[config.mk]
export PLATFORM = sky130hd
export DESIGN_NAME = tjc_cfg
export DESIGN_NICKNAME = d
export VERILOG_FILES = /design/src/hw/rtl/tjc_pkg.sv /design/src/hw/rtl/tjc_cfg.sv
export SDC_FILE = /design/constraint.sdc
export NUM_CORES = 1
export LEC_CHECK = 0
export ABC_AREA = 1
export ABC_CLOCK_PERIOD_IN_PS = 1200
export BUFFER_PORTS_ARGS = -buffer_cell sky130_fd_sc_hd__buf_2
export CAP_MARGIN = 20
export CORE_MARGIN = 4
export CORE_UTILIZATION = 53
export CTS_CLUSTER_SIZE = 8
export DETAILED_ROUTE_END_ITERATION = 8
export PLACE_DENSITY = 0.91
export SYNTH_ARGS = -nofsm -noshare
export SYNTH_HDL_FRONTEND = slang
export SYNTH_SLANG_ARGS = --single-unit
[constraint.sdc]
create_clock -name clk -period 1.2 [get_ports clk]
set_input_delay 0 -clock clk [delete_from_list [all_inputs] [get_ports clk]]
set_output_delay 0 -clock clk [all_outputs]
set_load 0.1 [all_outputs]
[src/hw/rtl/tjc_pkg.sv]
// Shared types and constants for the timestamp jitter corrector.
// Used by tjc_cfg, tjc_ema and timestamp_jitter_corrector; no dependencies.
package tjc_pkg;

	localparam int TIME_W        = 64;
	localparam int DELTA_W       = 47;
	localparam int GAIN_W        = 16;
	localparam int CFG_INDEX_W   = 2;
	localparam int CFG_DATA_W    = 47;
	localparam int FRAC_BITS_DEF = 16;

	localparam logic [GAIN_W-1:0] GAIN_RESET = 16'd32768;

	localparam logic [CFG_INDEX_W-1:0] REG_EXPECTED_DELTA  = 2'd0;
	localparam logic [CFG_INDEX_W-1:0] REG_DELTA_TOLERANCE = 2'd1;
	localparam logic [CFG_INDEX_W-1:0] REG_FILTER_GAIN     = 2'd2;

	typedef struct packed {
		logic [DELTA_W-1:0] expected_delta;
		logic [DELTA_W-1:0] delta_tolerance;
		logic [GAIN_W-1:0]  filter_gain;
	} tjc_cfg_t;

endpackage

[src/hw/rtl/tjc_cfg.sv]
// Configuration register file of the timestamp jitter corrector.
// Depends on tjc_pkg for the register indexes and the tjc_cfg_t bundle.
module tjc_cfg import tjc_pkg::*; (
	input  logic                   clk,
	input  logic                   arst_n,
	input  logic                   cfg_wr_en,
	input  logic [CFG_INDEX_W-1:0] cfg_index,
	input  logic [CFG_DATA_W-1:0]  cfg_data,
	output tjc_cfg_t               cfg
);

	tjc_cfg_t cfg_q;

	always_ff @(posedge clk or negedge arst_n) begin
		if (!arst_n) begin
			cfg_q.expected_delta  <= '0;
			cfg_q.delta_tolerance <= '0;
			cfg_q.filter_gain     <= GAIN_RESET;
		end else if (cfg_wr_en) begin
			unique case (cfg_index)
				REG_EXPECTED_DELTA:  cfg_q.expected_delta  <= cfg_data[DELTA_W-1:0];
				REG_DELTA_TOLERANCE: cfg_q.delta_tolerance <= cfg_data[DELTA_W-1:0];
				REG_FILTER_GAIN:     cfg_q.filter_gain     <= cfg_data[GAIN_W-1:0];
				default: begin
				end
			endcase
		end
	end

	assign cfg = cfg_q;

endmodule

### Yosys cells after proc, flatten, opt, wreduce, memory -nomap -nowiden

Cells that the tools add are included.

| operators by class | value |
|---|---|
| eq/ne operators | 2 |
| reductions and logical operators | 4 |

Operator list:

| operator | count |
|---|---|
| $reduce_and A2 Y1 | 3 |
| $eq A2 B1 Y1 const B | 1 |
| $eq A2 B2 Y1 const B | 1 |
| $logic_not A2 Y1 | 1 |

| storage, ports and cells | value |
|---|---|
| bits in registers | 110 |
| input port bits | 52 |
| output and inout port bits | 110 |
| word-level logic and storage cells | 9 |

### Longest topological paths before layout

Gate-level depths: netlist of the first run.

| depth | value |
|---|---|
| word-level depth | 2 |
| depth in mapped cells | 7 |
| mapped depth without buffers | 4 |

### Worst setup path before layout of the first run

OpenSTA, ideal clock, no wires.

| timing path | value |
|---|---|
| path kind | reg2reg |
| from | reg, netlist name cfg[0] |
| to | reg cfg_q, in the netlist cfg[0] |
| library setup time | 0.067 ns |
| arrival | 1.079 ns |
| data required time | 1.133 ns |
| slack | 0.054 ns |
| stages on the path, launching flop included | 3 |
| path buffers | 0 |
| period minus slack after synthesis | 1.146 ns |
| path through | dfrtp_1 -> nand2_1 -> nand2_1 |

RTL lines:

| element | line | text |
|---|---|---|
| end: declaration | tjc_cfg.sv:12 | `tjc_cfg_t cfg_q;` |

### Worst setup path in the final report of the first run

| timing path | value |
|---|---|
| from | reg cfg_q, in the netlist cfg[37] |
| to | out cfg[37] (netlist bit) |

RTL lines:

| element | line | text |
|---|---|---|
| end: declaration | tjc_cfg.sv:9 | `output tjc_cfg_t cfg` |

No word-level cell between the ends.

==> results_dict.tcl, run 1 <==
set metrics [dict create \
    outcome "finished, final reports clean" \
    die-area_um2 9970 \
    start_kind "flop" \
    die_w_um 99.9 \
    max_cap_viol_count 0 \
    placed_area_um2 5400 \
    yosysTopAreaCell "dfrtp_1" \
    htreeDepth 3 \
    antenna_cells 0 \
    p_per_area_nw_per_um2 2150 \
    cts_tree "done" \
    worstPathMaxFanout 2 \
    synth_cell_types 14 \
    period_share_pct 97.3 \
    syn-cell-area_um2 4470 \
    path_buf_inv 1 \
    fin_crit_ns 1.17 \
    critPathSlowestCell "buf_2" \
    wire_per_inst_um 18.1 \
    yosysTopAreaCellShare_pct 61.0 \
    seq_area_frac_synth_pct 61.6 \
    power_leakage_nw 3.41 \
    critical_path.top_delay_family "buffers and inverters" \
    power_frac_clock_pct 16.6 \
    p_seq_share_pct 35.0 \
    grt_max_degree 50 \
    largest_reg_flops 110 \
    synth_adder_area_share_pct 0 \
    met2_usage_pct 46.0 \
    top_usage_layer "met2" \
    max_slew.worst_pin.slew_ns 0.503 \
    slew_headroom_pct 66.5 \
    worstPathArrival_ns 1.17 \
    drt_iter0_markers 316 \
    io_buffer_count 161 \
    wirelength_mm 14.3 \
    clk_latency_ns 0.35 \
    slew_viol_final 0 \
    drc 0 \
    cts_buffer_depth 2 \
    combPwrFrac_pct 48.4 \
    fmax_ghz 0.856 \
    setup_tns_ns 0 \
    synth_top_family_by_area "simple AND/OR/NAND/NOR gates" \
    muxShareOfSynthArea_pct 0 \
    place_congestion 0.844 \
    grt_use_met1_pct 36.0 \
    ys_warn_count 0 \
    grt_usage_pct 28.1 \
    syn-num-nets 539 \
    io_pins 162 \
    root_buffer "clkbuf_8" \
    end_kind "output pin" \
    rows 33 \
    finClkSkew_ns 0 \
    crit_type "flop to output pin" \
    p_int_mw 6.32 \
    drive_gt1_share_pct 28.8 \
    grtUsageMet3_pct 8.62 \
    stdcell_area_um2 6200 \
    vdd_ir_drop_max_v 0.00140 \
    ant_nets 0 \
    first_pass_iters 5 \
    area_delta_synth_final_pct 38.5 \
    start_util_pct 54.4 \
    antenna_found_initial 0 \
    yosys.area_share.simple_pct 33.2 \
    core_area_um2 8220 \
    cts_setup_buffers 0 \
    nets 736 \
    cts_sinks 110 \
    synth_area_per_cell_um2 9.18 \
    swShare_pct 52.6 \
    power_switching_mw 7.02 \
    place_hpwl_mm 8.72 \
    synth_compound_area_share_pct 0 \
    setup_viol 0 \
    total_power_mw 13.3 \
    die_y_um 99.9 \
    required_ns 1.20 \
    routed-via-count 4529 \
    grt_pass1_vias 4436 \
    synth_cells 487 \
    hold_viol 0 \
    via_per_inst 5.71 \
    grt_pass1_wl_mm 22.2 \
    clkTransAtPathRegs_ns 0.10 \
    grt-ovfl-total 0 \
    hp-class "primary input to flop" \
    cts_buffers 9 \
    synth_area_leaders "dfrtp_1, nand2_1, nand4_1" \
    synth_xor_area_share_pct 0 \
    path_cells "buf_2" \
    synth_seq_cells 110 \
    slowest_delay_ns 0.44 \
]
power groups by stage:
stage / Sequential (mW) / Combinational (mW) / Clock (mW)
6_report: 4.67 / 6.46 / 2.22
5_1_grt: 4.74 / 6.68 / 2.39
4_1_cts: 4.63 / 6.28 / 2.23
3_5_place_dp: 4.69 / 6.15 / 0
3_3_place_gp: 4.67 / 6.09 / 0
2_1_floorplan: 9.03 / 0.656 / 0
kinds of logic (layout without fill, tap and decap cells):
| group | count (synthesis) | in the layout |
|---|---|---|
| DFF | 110 | 110 |
| buffers and inverters | 43 | 244 |
| and+or+nand+nor | 334 | 334 |
cell type report:
cell class | count | area [um2]
Sequential cell | 110 | 2750
Fill cell | 523 | 2020
Timing Repair Buffer | 227 | 1620
Multi-Input combinational cell | 334 | 1490
Clock buffer | 12 | 145
Tap cell | 105 | 131
Clock inverter | 3 | 45.0
Inverter | 2 | 7.51
stage by stage:
step	setup slack, ns	hold WS [ns]	cells	util, %
after floorplan	0.0544	-0.296	487	-
after global placement	0.267	-0.0374	730	65.7
after detailed placement	0.183	-0.0209	730	65.7
after CTS	0.00148	0.0448	793	73.8
after global routing	-0.0154	0.0793	793	75.4
final	0.0319	0.0735	793	75.4
cell usage after synthesis:
| library cell | n |
|---|---|
| nand3_1 | 48 |
| clkbuf_1 | 7 |
| nand4_1 | 63 |
| nor2_4 | 1 |
| buf_2 | 22 |
| inv_1 | 1 |
| dfrtp_1 | 109 |
| buf_6 | 1 |
| inv_2 | 1 |
| nand3_2 | 1 |
| nand2_1 | 221 |
| buf_4 | 10 |
| buf_1 | 1 |
| dfstp_2 | 1 |
final timing paths:
kind | startpoint | to | slack [ns] | cells after the start
worst max-delay path | cfg[37] | cfg[37] | 0.03 | 1
worst min-delay path | cfg_index[0] | cfg[1] | 0.07 | 4
worst max register to register | cfg[15] | cfg[15] | 0.45 | 2
worst min register to register | cfg[19] | cfg[19] | 0.47 | 2
max in group asynchronous | arst_n | cfg[43] | 0.54 | 3
min in group asynchronous | arst_n | cfg[91] | 0.13 | 2
routing by layer:
layer  share of wire [%]  up-vias  wire [um]
met5                   0        -          0
met4                 1.8        0        257
met3                  11       39       1640
met2                  50      325       7210
met1                  37     2160       5240
li1                    -     2005          -
what timing repair did:
item | 4_1_cts | 5_1_grt
hold buffers | 48 | 0
endpoints found under the hold margin | 220 | 0
resized for setup | 0 | 52
setup endpoints to repair | 0 | 52
layout by cell type, fill, tap and decap left out, types with 2 or more instances in the layout:
cell type and instances:
nand3_1 47, clkbuf_8 10, buf_2 106, nand4_1 63
dlygate4sd3_1 48, nand3_2 2, buf_4 16, clkinvlp_4 2
dfrtp_1 109, nand2_1 220, clkbuf_4 52, clkbuf_1 2
buf_12 5
No activity file was read; power rests on OpenSTA's default activity.
==> inputs of run 2 (changes only) <==
Settings changed: ABC_CLOCK_PERIOD_IN_PS 1200 to 1500, CORE_UTILIZATION 53 to 25, PLACE_DENSITY 0.91 to 0.52.
Clock period 1.2 ns to 1.5 ns, I/O delays scaled along.
==> run 2 against run 1 <==
- die area is 100% higher
- combinational power decreased by 23%
- first-iteration DRC count shrank 39%
- hold slack lost 0.017 ns
- critical path type unchanged
- critical endpoint is now cfg[15]
- non-clock buffer count fell by 7
- sequential share of layout area down 0.28 points
- clock skew did not move
==> results_dict.tcl, run 2 (synthesized netlist as in run 1, its figures left out) <==
set metrics [dict create \
    via_per_inst 4.58 \
    die_y_um 142 \
    final_common_cell "nand2_1" \
    max_cap_viol_count 0 \
    vdd_ir_drop_max_v 0.000823 \
    cts_tree "done" \
    final_cells 907 \
    final_cell_mix "nand2_1, buf_2, dfrtp_1" \
    place_congestion 0.804 \
    power_switching_mw 5.67 \
    drive_gt1_share_pct 28.2 \
    cp.depth 1 \
    ctsHoldBuffers 48 \
    ant_nets 0 \
    clkTransAtPathRegs_ns 0.07 \
    slowest_delay_ns 0.53 \
    dpl.cell_count 843 \
    period_share_pct 86.5 \
    power_leakage_nw 3.40 \
    area_delta_synth_final_pct 39.4 \
    core_area_um2 17400 \
    fin_ws_ns 0.202 \
    grt_usage_pct 14.8 \
    end_kind "output pin" \
    root_buffer "clkbuf_16" \
    routed-via-count 4151 \
    p_seq_share_pct 33.6 \
    grt_max_degree 111 \
    combPwrFrac_pct 45.2 \
    place_hpwl_mm 9.76 \
    path_cells "buf_2" \
    setup_viol 0 \
    hold_viol 0 \
    grt_pass1_vias 4268 \
    rsz0062_at_grt "no" \
    fin_crit_ns 1.30 \
    wire_per_inst_um 15.9 \
    die_w_um 142 \
    setup_tns_ns 0 \
    grt-ovfl-total 0 \
    path_buf_inv 1 \
    drt_iter0_markers 193 \
    outcome "finished, final reports clean" \
    slew_headroom_pct 59.6 \
    swShare_pct 51.3 \
    critPathSlowestCell "dfstp_2" \
    grt_pass1_wl_mm 23.6 \
    wirelength_mm 14.4 \
    whs_path_depth 3 \
    dp_worst_setup_slack_ns 0.329 \
    io_buffer_count 161 \
    htreeDepth 3 \
    worstPathArrival_ns 1.30 \
    post_cts_resize_count 0 \
    final.fill_count 1812 \
    hp-class "primary input to flop" \
    nets 729 \
    required_ns 1.50 \
    first_pass_iters 4 \
    largest_reg_flops 110 \
    slew_viol_final 0 \
    cts_buffer_depth 2 \
    clk_latency_ns 0.35 \
    critical_path.top_delay_family "flip-flops" \
    io_pins 162 \
    p_int_mw 5.38 \
    drc 0 \
    max_slew.worst_pin.slew_ns 0.606 \
    p_per_area_nw_per_um2 1770 \
    antenna_found_initial 0 \
    fmax_ghz 0.771 \
    start_util_pct 25.7 \
    rows 48 \
    worstPathMaxFanout 2 \
    antenna_cells 0 \
    start_kind "flop" \
    power_frac_clock_pct 21.2 \
    rr_worst_depth 2 \
    cts_sinks 110 \
    finClkSkew_ns 0 \
    cts_buffers 9 \
    crit_type "flop to output pin" \
    cts_setup_buffers 0 \
    die-area_um2 20100 \
]
==> run 2: area by class of cell <==
class / count / area (um2) / share of cell area (%)
multi-input combinational: 334 / 1490 / 23.9
timing repair buffer: 220 / 1410 / 22.6
clock buffer: 14 / 274 / 4.39
clock inverter: 2 / 15.0 / 0.241
inverter: 2 / 7.51 / 0.120
tap: 225 / 282 / 4.51
sequential: 110 / 2750 / 44.2
==> run 2: power by group through the flow <==
| stage | combinational, mW | clock, mW | sequential (mW) |
|---|---|---|---|
| global route | 5.21 | 2.53 | 3.78 |
| finish | 5.00 | 2.34 | 3.71 |
| floorplan | 0.525 | 0 | 7.22 |
| CTS | 5.03 | 2.43 | 3.72 |
| global placement | 4.91 | 0 | 3.75 |
| detailed placement | 4.93 | 0 | 3.77 |
==> run 2: worst paths after layout <==
check                           from       to  slack, ns
max in group asynchronous     arst_n  cfg[28]       0.77
hold / removal             cfg_wr_en  cfg[68]       0.06
min in group asynchronous     arst_n  cfg[53]       0.27
setup reg to reg             cfg[15]  cfg[15]       0.80
setup / recovery             cfg[15]  cfg[15]       0.20
hold reg to reg              cfg[15]  cfg[15]       0.46
==> run 2: tightest hold or removal path: cells and delay by family <==
kind	cells	cell delay (ns)
simple gates	2	0.16
buf+inv	1	0.20
==> run 2: metal layers <==
layer	wire length, um	global-route usage (%)
met1	6430	19.8
met2	6670	23.3
met3	1240	5.09
met4	108	3.08
met5	0	0
==> run 2: stage by stage <==
step | power (mW) | utilization [%] | hold slack, ns | cell area [um2]
6_report | 11.0 | 35.8 | 0.0560 | 6240
5_1_grt | 11.5 | 35.8 | 0.0553 | 6240
3_3_place_gp | 8.67 | 31.4 | 0.127 | 5470
3_5_place_dp | 8.70 | 31.4 | 0.136 | 5470
2_1_floorplan | 7.75 | - | -0.296 | 4470
4_1_cts | 11.2 | 35.8 | 0.0364 | 6240
